`src/sv/mexp_pkg.sv`:
```
// Shared constants and types for the modular exponentiation block.
package mexp_pkg;
    localparam int EXP_BITS = 32;
    localparam int MOD_BITS = 32;
    localparam int DATA_W   = 32;
    localparam int PROD_W   = 2 * DATA_W;
    localparam int CNT_W    = $clog2(PROD_W + 1);
    localparam int ECNT_W   = $clog2(EXP_BITS + 1);

    typedef struct packed {
        logic [DATA_W-1:0] base;
        logic [DATA_W-1:0] expo;
        logic [DATA_W-1:0] modulus;
        logic              zero_mod;
    } t_job;
endpackage

```
`src/sv/mexp_front.sv`:
```
// Front end: accepts words, masks and classifies them, two-entry job queue.
module mexp_front (
    input  logic           i_clk,
    input  logic           i_rst_n,
    input  logic           i_valid,
    output logic           o_ready,
    input  logic [31:0]    i_base_value,
    input  logic [31:0]    i_exponent_value,
    input  logic [31:0]    i_modulus_value,
    output logic           o_job_valid,
    input  logic           i_job_ready,
    output mexp_pkg::t_job o_job
);
    import mexp_pkg::*;

    t_job       r_q [2];
    logic       r_wp, r_rp;
    logic [1:0] r_cnt;
    t_job       w_in;
    logic       w_push, w_pop;
    logic [DATA_W-1:0] w_mod;
    logic [DATA_W-1:0] w_exp;

    always_comb begin
        w_mod = i_modulus_value & DATA_W'((65'd1 << MOD_BITS) - 65'd1);
        w_exp = i_exponent_value & DATA_W'((65'd1 << EXP_BITS) - 65'd1);
        w_in.base     = i_base_value;
        w_in.expo     = w_exp;
        w_in.modulus  = w_mod;
        w_in.zero_mod = (w_mod == '0);
    end

    assign o_ready     = (r_cnt != 2'd2);
    assign o_job_valid = (r_cnt != 2'd0);
    assign o_job       = r_q[r_rp];
    assign w_push      = i_valid && o_ready;
    assign w_pop       = o_job_valid && i_job_ready;

    always_ff @(posedge i_clk) begin
        if (w_push) r_q[r_wp] <= w_in;
        if (!i_rst_n) begin
            r_wp  <= 1'b0;
            r_rp  <= 1'b0;
            r_cnt <= 2'd0;
        end else begin
            if (w_push) r_wp <= ~r_wp;
            if (w_pop)  r_rp <= ~r_rp;
            r_cnt <= r_cnt + {1'b0, w_push} - {1'b0, w_pop};
        end
    end
endmodule

```
`src/sv/mexp_reduce.sv`:
```
// Shared multiply-and-reduce unit: 32x32 product, then bit-serial remainder.
module mexp_reduce (
    input  logic              i_clk,
    input  logic              i_rst_n,
    input  logic              i_start,
    input  logic [31:0]       i_a,
    input  logic [31:0]       i_b,
    input  logic              i_mul,
    input  logic [31:0]       i_m,
    output logic              o_done,
    output logic [31:0]       o_r
);
    import mexp_pkg::*;

    typedef enum logic [1:0] {S_IDLE, S_MUL, S_DIV} t_st;
    t_st                 r_st;
    logic [PROD_W-1:0]   r_p;
    logic [DATA_W-1:0]   r_a, r_b, r_m;
    logic                r_mul;
    logic [DATA_W:0]     r_rem;
    logic [CNT_W-1:0]    r_cnt;
    logic [DATA_W:0]     w_sh;
    logic [DATA_W:0]     w_sub;

    assign w_sh  = {r_rem[DATA_W-1:0], r_p[PROD_W-1]};
    assign w_sub = w_sh - {1'b0, r_m};
    assign o_r   = r_rem[DATA_W-1:0];

    always_ff @(posedge i_clk) begin
        if (!i_rst_n) begin
            r_st   <= S_IDLE;
            o_done <= 1'b0;
        end else begin
            o_done <= 1'b0;
            case (r_st)
                S_IDLE: if (i_start) begin
                    r_a <= i_a; r_b <= i_b; r_m <= i_m; r_mul <= i_mul;
                    r_st <= S_MUL;
                end
                S_MUL: begin
                    r_p   <= r_mul ? PROD_W'(r_a) * PROD_W'(r_b) : PROD_W'(r_a);
                    r_rem <= '0;
                    r_cnt <= CNT_W'(PROD_W);
                    r_st  <= S_DIV;
                end
                S_DIV: begin
                    r_p   <= r_p << 1;
                    r_rem <= w_sub[DATA_W] ? w_sh : w_sub;
                    r_cnt <= r_cnt - CNT_W'(1);
                    if (r_cnt == CNT_W'(1)) begin
                        r_st   <= S_IDLE;
                        o_done <= 1'b1;
                    end
                end
                default: r_st <= S_IDLE;
            endcase
        end
    end
endmodule

```
`src/sv/mexp_back.sv`:
```
// Back end: square-and-multiply sequencer over the shared reducer, output register.
module mexp_back (
    input  logic           i_clk,
    input  logic           i_rst_n,
    input  logic           i_job_valid,
    output logic           o_job_ready,
    input  mexp_pkg::t_job i_job,
    output logic           o_valid,
    input  logic           i_ready,
    output logic [31:0]    o_power_result
);
    import mexp_pkg::*;

    typedef enum logic [2:0] {S_IDLE, S_BASE, S_ONE, S_MULT, S_SQR, S_OUT} t_st;
    t_st               r_st;
    logic [DATA_W-1:0] r_pw, r_acc, r_exp, r_m;
    logic [ECNT_W-1:0] r_cnt;
    logic              r_start;
    logic [DATA_W-1:0] r_a, r_b;
    logic              r_mul;
    logic              w_done;
    logic [DATA_W-1:0] w_r;

    mexp_reduce u_red (
        .i_clk(i_clk), .i_rst_n(i_rst_n), .i_start(r_start),
        .i_a(r_a), .i_b(r_b), .i_mul(r_mul), .i_m(r_m),
        .o_done(w_done), .o_r(w_r)
    );

    assign o_job_ready = (r_st == S_IDLE) && !o_valid;

    always_ff @(posedge i_clk) begin
        if (!i_rst_n) begin
            r_st    <= S_IDLE;
            r_start <= 1'b0;
            o_valid <= 1'b0;
        end else begin
            r_start <= 1'b0;
            if (o_valid && i_ready) o_valid <= 1'b0;
            case (r_st)
                S_IDLE: if (i_job_valid && !o_valid) begin
                    if (i_job.zero_mod) begin
                        o_power_result <= '0;
                        o_valid        <= 1'b1;
                    end else begin
                        r_m <= i_job.modulus; r_exp <= i_job.expo;
                        r_cnt <= ECNT_W'(EXP_BITS);
                        r_a <= i_job.base; r_mul <= 1'b0; r_start <= 1'b1;
                        r_st <= S_BASE;
                    end
                end
                S_BASE: if (w_done) begin
                    r_pw <= w_r;
                    r_a <= DATA_W'(1); r_mul <= 1'b0; r_start <= 1'b1;
                    r_st <= S_ONE;
                end
                S_ONE, S_MULT: if (w_done) begin
                    r_acc <= w_r;
                    r_a <= r_pw; r_b <= r_pw; r_mul <= 1'b1; r_start <= 1'b1;
                    r_st <= S_SQR;
                    if (r_st == S_ONE && r_exp[0]) begin
                        r_a <= w_r; r_b <= r_pw; r_st <= S_MULT;
                    end
                end
                S_SQR: if (w_done) begin
                    r_pw  <= w_r;
                    r_exp <= r_exp >> 1;
                    r_cnt <= r_cnt - ECNT_W'(1);
                    if (r_cnt == ECNT_W'(1)) begin
                        r_st <= S_OUT;
                    end else if (r_exp[1]) begin
                        r_a <= r_acc; r_b <= w_r; r_mul <= 1'b1; r_start <= 1'b1;
                        r_st <= S_MULT;
                    end else begin
                        r_a <= w_r; r_b <= w_r; r_mul <= 1'b1; r_start <= 1'b1;
                    end
                end
                S_OUT: if (!o_valid) begin
                    o_power_result <= r_acc;
                    o_valid        <= 1'b1;
                    r_st           <= S_IDLE;
                end
                default: r_st <= S_IDLE;
            endcase
        end
    end
endmodule

```
`src/sv/modular_exponentiation.sv`:
```
// Top level of the modular exponentiation block.
// Computes base^exponent mod modulus, one result word per input word; a zero
// modulus gives 0. A two-word queue takes input words while the sequencer
// works. Each modular product uses one shared reducer: a multiply step, then a
// bit-serial restoring remainder over the 64-bit product. A word needs two
// reductions to set up plus one square per exponent bit and one multiply per
// set bit. A zero modulus returns its 0 result without using the reducer.
module modular_exponentiation (
    input  logic        i_clk,
    input  logic        i_rst_n,
    input  logic        i_valid,
    output logic        o_ready,
    input  logic [31:0] i_base_value,
    input  logic [31:0] i_exponent_value,
    input  logic [31:0] i_modulus_value,
    output logic        o_valid,
    input  logic        i_ready,
    output logic [31:0] o_power_result
);
    import mexp_pkg::*;

    t_job w_job;
    logic w_job_valid, w_job_ready;

    mexp_front u_front (
        .i_clk(i_clk), .i_rst_n(i_rst_n), .i_valid(i_valid), .o_ready(o_ready),
        .i_base_value(i_base_value), .i_exponent_value(i_exponent_value),
        .i_modulus_value(i_modulus_value),
        .o_job_valid(w_job_valid), .i_job_ready(w_job_ready), .o_job(w_job)
    );

    mexp_back u_back (
        .i_clk(i_clk), .i_rst_n(i_rst_n),
        .i_job_valid(w_job_valid), .o_job_ready(w_job_ready), .i_job(w_job),
        .o_valid(o_valid), .i_ready(i_ready), .o_power_result(o_power_result)
    );
endmodule

```
`config.mk`:
```
export PLATFORM = sky130hd
export DESIGN_NAME = modular_exponentiation
export DESIGN_NICKNAME = d
export VERILOG_FILES = /design/src/sv/mexp_pkg.sv /design/src/sv/mexp_front.sv /design/src/sv/mexp_reduce.sv /design/src/sv/mexp_back.sv /design/src/sv/modular_exponentiation.sv
export SDC_FILE = /design/constraint.sdc
export NUM_CORES = 2
export LEC_CHECK = 0
export BUFFER_PORTS_ARGS = -buffer_cell sky130_fd_sc_hd__buf_2
export CAP_MARGIN = 10
export CORE_ASPECT_RATIO = 1.75
export CORE_MARGIN = 8
export CORE_UTILIZATION = 65
export CTS_BUF_LIST = sky130_fd_sc_hd__clkbuf_16
export DETAILED_ROUTE_END_ITERATION = 12
export GPL_ROUTABILITY_DRIVEN = 1
export PLACE_DENSITY = 0.82
export REMOVE_ABC_BUFFERS = 1
export SLEW_MARGIN = 20
export SYNTH_ARGS = -nofsm -noshare
export SYNTH_HDL_FRONTEND = slang
export SYNTH_SLANG_ARGS = --single-unit
export TNS_END_PERCENT = 1
```
`constraint.sdc`:
```
create_clock -name i_clk -period 8.4 [get_ports i_clk]
set_input_delay 0.84 -clock i_clk [delete_from_list [all_inputs] [get_ports i_clk]]
set_output_delay 0.84 -clock i_clk [all_outputs]
set_load 0.005 [all_outputs]
```
# Yosys cells after proc, flatten, opt, wreduce, memory -nomap -nowiden

Memory sizes are Yosys's and may differ from the RTL's. A register that Yosys moved wholly into a read port is not among the register bits.
Cells that the tools add are included.

Input port bits: 100
Memories kept: 1
Word-level logic and storage cells: 152
RAM bits: 194
Bits in registers: 443

Memories:

| memory      | words | width | rd ports | clocked after Yosys merged registers in | write ports | line             | RTL |
|---|---|---|---|---|---|---|---|
| u_front.r_q | 2     | 97    | 1        | 1                                       | 1           | mexp_front.sv:16 | `t_job r_q [2];` |

Add/subtract/negate cells: 5
Multiply operators: 1
Reduce and logical (&&, ||, !) cells: 31
Bitwise logic cells: 3
Eq/ne operators: 21
Mux-type cells: 66

Operators with widths:

| operator            | count |
|---|---|
| $mux 32             | 18 |
| $pmux 32 s2         | 4 |
| $pmux 32 s4         | 1 |
| $pmux 64 s2         | 1 |
| $mul 32x32->64      | 1 |
| $mux 64             | 1 |
| $sub 33x32->33      | 1 |
| $logic_not 32->1    | 1 |
| $mux 3              | 9 |
| $mux 1              | 20 |
| $mux 6              | 3 |
| $ne 2x2->1 const B  | 9 |
| $pmux 3 s5          | 1 |
| $reduce_and 5->1    | 3 |
| $pmux 7 s2          | 1 |
| $pmux 6 s2          | 1 |
| $reduce_bool 2->1   | 5 |
| $reduce_and 3->1    | 3 |
| $reduce_and 8->1    | 1 |
| $eq 7x1->1 const B  | 1 |
| $reduce_and 7->1    | 1 |
| $sub 7x1->7 const B | 1 |
| $eq 3x2->1 const B  | 2 |
| $eq 3x3->1 const B  | 2 |
| other kinds (24)    | 36 |

# Logic depth before layout (Yosys ltp)

Word-level depth: 5
Gate-level depth with buffers: 27
Depth with buffers taken out: 25

# By module

From an unflattened synthesis, not the netlist that was laid out.

Cell total of the unflattened synthesis: 5550
Area, all modules: 59827.4 µm²

By module, submodules not included:

| module      | cells an instance | sequential area each (µm²) | area an instance (µm²) | instances |
|---|---|---|---|---|
| mexp_reduce | 4442              | 6065.8                     | 42744.7                | 1 |
| mexp_back   | 770               | 7036.7                     | 9666.8                 | 1 |
| mexp_front  | 338               | 5925.7                     | 7415.9                 | 1 |

# Least setup slack after synthesis

OpenSTA, ideal clock, no wires.

Path kind: register -> register
Start point: reg u_back.u_red.r_b[2]
End point: reg u_back.u_red.r_p[49], data pin
Slack: 0.934 ns
Cell stages (with the launch flop): 25
Setup time: 0.261 ns
Data arrival time: 7.205 ns
Period minus slack after synthesis: 7.466 ns
Data required time: 8.139 ns
Cells stage by stage: edfxtp_1 clkbuf_1 and2_1 fa_1 inv_1 fa_1 fa_1 fa_1 inv_1 fa_1 inv_1 fa_1 inv_1 fa_1 fa_1 ha_1 and2_1 and3_1 or3b_1 o41ai_2 nor2_2 o31ai_4 a21oi_2 o2111a_1 a221o_1

Cells in the longest elaborated chain, start to end: 3

RTL lines:

| element                | line              | RTL |
|---|---|---|
| start, declared        | mexp_reduce.sv:18 | `logic [DATA_W-1:0] r_a, r_b, r_m;` |
| start signal, assigned | mexp_reduce.sv:37 | `r_a <= i_a; r_b <= i_b; r_m <= i_m; r_mul <= i_mul;` |
| $mul 32x32->64         | mexp_reduce.sv:41 | `r_p <= r_mul ? PROD_W'(r_a) * PROD_W'(r_b) : PROD_W'(r_a);` |
| $mux 64                | mexp_reduce.sv:41 |  |
| $pmux 64 s2            | mexp_reduce.sv:35 | `case (r_st)` |
| end signal, assigned   | mexp_reduce.sv:41 |  |
| end signal, assigned   | mexp_reduce.sv:47 | `r_p <= r_p << 1;` |
| end, declared          | mexp_reduce.sv:17 | `logic [PROD_W-1:0] r_p;` |

Every way passes these cells.
A chain may end at the register's enable or synchronous reset.

# Worst setup path after layout

Start point: reg u_back.u_red.r_a[26]
End point: reg u_back.u_red.r_p[57], data pin

Cells in the longest elaborated chain, start to end: 3

RTL lines:

| element                | line |
|---|---|
| start, declared        | mexp_reduce.sv:18 |
| start signal, assigned | mexp_reduce.sv:37 |
| $mul 32x32->64         | mexp_reduce.sv:41 |
| $mux 64                | mexp_reduce.sv:41 |
| $pmux 64 s2            | mexp_reduce.sv:35 |

Every way passes these cells.

==> flow_metrics.env <==
export IMPL_status="finished, final reports clean"
export IMPL_r2r_end="u_back.u_red.r_p[57]"
export IMPL_hold_start="i_exponent_value[22]"
export IMPL_first_pass_iters=6
export IMPL_die_height_um=417.5
export IMPL_grt_antenna_before_repair=3
export IMPL_criticalPathCategory="flop to flop"
export IMPL_rrSetupSlack_ns=0.26
export IMPL_yosysUniqueCellTypes=80
export IMPL_grt_pass1_vias=45851
export IMPL_holdPathEnd="u_front.r_q[0][55]"
export IMPL_design_core_area_um2=91600
export IMPL_synth_edf_count=625
export IMPL_arrival_ns=8.52
export IMPL_cp_start_kind="flop"
export IMPL_path_max_fanout=10
export IMPL_clock_fmax_mhz=122.8
export IMPL_drt_iter0_markers=2696
export IMPL_grt_pass1_wl_mm=248.5
export IMPL_rsz0062_at_grt="no"
export IMPL_clkLatencyLatePin_ns=0.66
export IMPL_clk_path_buf_depth=3
export IMPL_clock_sinks=638
export IMPL_grt_overflow=0
export IMPL_grt_max_degree=100
export IMPL_cp_end_kind="flop"
export IMPL_seq_area_frac_synth=0.3178
export IMPL_relSlewSlack=0.2969
export IMPL_wl_per_cell_um=23.35
export IMPL_area_growth_pct=8.405
export IMPL_setup_tns_ns=0
export IMPL_finalClockSkew_ns=0.06260
export IMPL_dp_hpwl_mm=124.0
export IMPL_worst_slew_pin_slew_ns=1.052
export IMPL_hold_path_class="input pin to flop"
export IMPL_ys_flop_type="edfxtp_1"
export IMPL_synthTopCellsByCount="inv_1 (910), fa_1 (897), nand2_1 (717)"
export IMPL_root_buffer="clkbuf_16"
export IMPL_r2r_start="u_back.u_red.r_a[26]"
export IMPL_max_cap_viol_count=0
export IMPL_synth_cells=5530
export IMPL_required_ns=8.78
export IMPL_yosys_top_cells_area="edfxtp_1 (31%), fa_1 (30%), and2_1 (6.6%)"
export IMPL_min_period_ns=8.141
export IMPL_report_final_slew_viol_count=0
export IMPL_synth_area_leader_cell="edfxtp_1"
export IMPL_synth_area_um2=59870
export IMPL_clk_pin_slew_ns=0.07
export IMPL_die_area_um2=102500
export IMPL_viasPerCell=5.974
export IMPL_drc_errors=0
export IMPL_nets=6933
export IMPL_reg2regPathDepth=23
export IMPL_holdBufCountCts=0
export IMPL_synthMostInstantiatedCell="inv_1"
export IMPL_postSynthAreaPerCell_um2=10.83
export IMPL_die_x_um=245.4
export IMPL_cts_tree="built"
export IMPL_ant_nets=0
export IMPL_yosys_register_bits=638
export IMPL_h_tree_depth=2
export IMPL_finalCritPeriodShare=0.9692
export IMPL_synth_warnings=0
export IMPL_yosys_area_top_type_share=0.3135
export IMPL_vias=41040
export IMPL_port_buffers=133
export IMPL_routed_wl_mm=160.4
export IMPL_setup_viol=0
export IMPL_start_util=0.6536
export IMPL_ys_async_sr_fraction=0
export IMPL_cts_made_buffers=52
export IMPL_whs_path_depth=1
export IMPL_layout_drive_gt1_share=0.09413
export IMPL_grt_usage=0.3161
export IMPL_row_count=147
export IMPL_gp_congestion=0.9965
export IMPL_ios=134
export IMPL_hold_viol_final=0
how the worst max path moves through the flow:
stage	startpoint	endpoint	slack (ns)	cells past startpoint
3_3_place_gp	u_back.u_red.r_b[19]	u_back.u_red.r_p[62]	0.22	23
4_1_cts	u_back.u_red.r_b[13]	u_back.u_red.r_p[58]	0.07	23
2_1_floorplan	u_back.u_red.r_b[8]	u_back.u_red.r_p[57]	0.81	23
5_1_grt	u_back.u_red.r_b[17]	u_back.u_red.r_p[60]	0.0009	24
6_report	u_back.u_red.r_a[26]	u_back.u_red.r_p[57]	0.26	23
3_5_place_dp	u_back.u_red.r_b[15]	u_back.u_red.r_p[58]	0.08	23
sequential cells by signal, summed over array words and instances, names as in the netlist, 32 cells and up, named ones only:
name and flops:
u_back.o_power_result 32, u_back.r_a 32, u_back.r_acc 32, u_back.r_b 32, u_back.r_exp 32, u_back.r_m 32, u_back.r_pw 32, u_back.u_red.r_a 32
u_back.u_red.r_b 32, u_back.u_red.r_m 32, u_back.u_red.r_p 64, u_back.u_red.r_rem 32, u_front.r_q 194
placed cells by master (no fill, tap or decap), types with 10 or more instances in the layout:
master / instances
buf_2: 133
nand2_1: 717
o21a_1: 10
buf_4: 177
o21bai_1: 14
buf_12: 36
and2_1: 630
o211ai_1: 14
nand3_1: 21
a22oi_1: 28
fa_1: 897
inv_1: 913
nor4_1: 11
bufinv_16: 10
nor3_1: 20
a21oi_1: 158
mux2i_1: 144
a21o_1: 60
edfxtp_1: 625
nor2_1: 120
dfxtp_1: 12
nor2b_1: 17
clkbuf_16: 52
a211oi_1: 20
ha_1: 304
nand2b_1: 22
a31oi_1: 10
mux2_2: 63
nand4_1: 13
xnor2_1: 55
o21ai_0: 167
xor2_1: 30
and3_1: 18
kinds of logic after synthesis:
| kind of cell | Yosys count | synth area share |
|---|---|---|
| adder cells (fa/ha/maj) | 1202 | 0.3637 |
| flip-flops | 638 | 0.3178 |
| buffers and inverters | 1211 | 0.07722 |
| XOR/XNOR | 86 | 0.01271 |
| multiplexers | 207 | 0.03592 |
| AND/OR/NAND/NOR | 1631 | 0.1348 |
| AO/OA/AOI/OAI | 555 | 0.05787 |
routing by layer:
metal  vias up  wire length (um)  global-route usage
met3       783              8820             0.04641
met4         2             15500              0.2548
met1     20770             49770              0.3112
met2      1739             86310              0.5807
met5         -                13            0.003319
li1      17746                 -                   -
what timing repair did:
item,4_1_cts,5_1_grt
buffers inserted,0,48
setup endpoints to repair,0,6
gates resized for setup,0,2
final cells by class:
| class | count | area, um^2 |
|---|---|---|
| clock inverters | 44 | 591.8 |
| fillers | 6444 | 26690 |
| inverters | 910 | 3416 |
| repair buffers | 348 | 2741 |
| diodes | 5 | 12.51 |
| multi-input cells | 3681 | 36320 |
| well taps | 1192 | 1491 |
| clock buffers | 52 | 1301 |
| flip-flops and latches | 638 | 19030 |
critical path, cell delays in order, from the launching register on:
cell	delay, ns
edfxtp_1	0.74
buf_4	0.24
and2_1	0.14
fa_1	0.41
inv_1	0.13
fa_1	0.45
fa_1	0.51
fa_1	0.55
inv_1	0.05
fa_1	0.48
fa_1	0.60
fa_1	0.43
fa_1	0.48
ha_1	0.37
a21o_1	0.19
a21o_1	0.17
a21oi_1	0.26
o31ai_1	0.14
a221oi_1	0.36
buf_4	0.19
o31ai_4	0.08
a41o_2	0.32
a311o_1	0.36
a32o_1	0.25
stage by stage:
stage / util / hold WS [ns] / cell area, um^2 / setup slack, ns / std cells
after floorplan: - / 0.4003 / 58660 / 0.8109 / 5229
after global placement: 0.6826 / 0.4012 / 62530 / 0.2193 / 6720
after detailed placement: 0.6827 / 0.4045 / 62530 / 0.07925 / 6720
after CTS: 0.7033 / 0.3323 / 64420 / 0.07188 / 6816
after global routing: 0.7086 / 0.3406 / 64900 / 0.0009113 / 6869
final: 0.7086 / 0.3648 / 64900 / 0.2587 / 6870
Power is left out: the tool's default activity adds up to more than one toggle a clock period on the data nets, which glitch-free logic cannot reach.
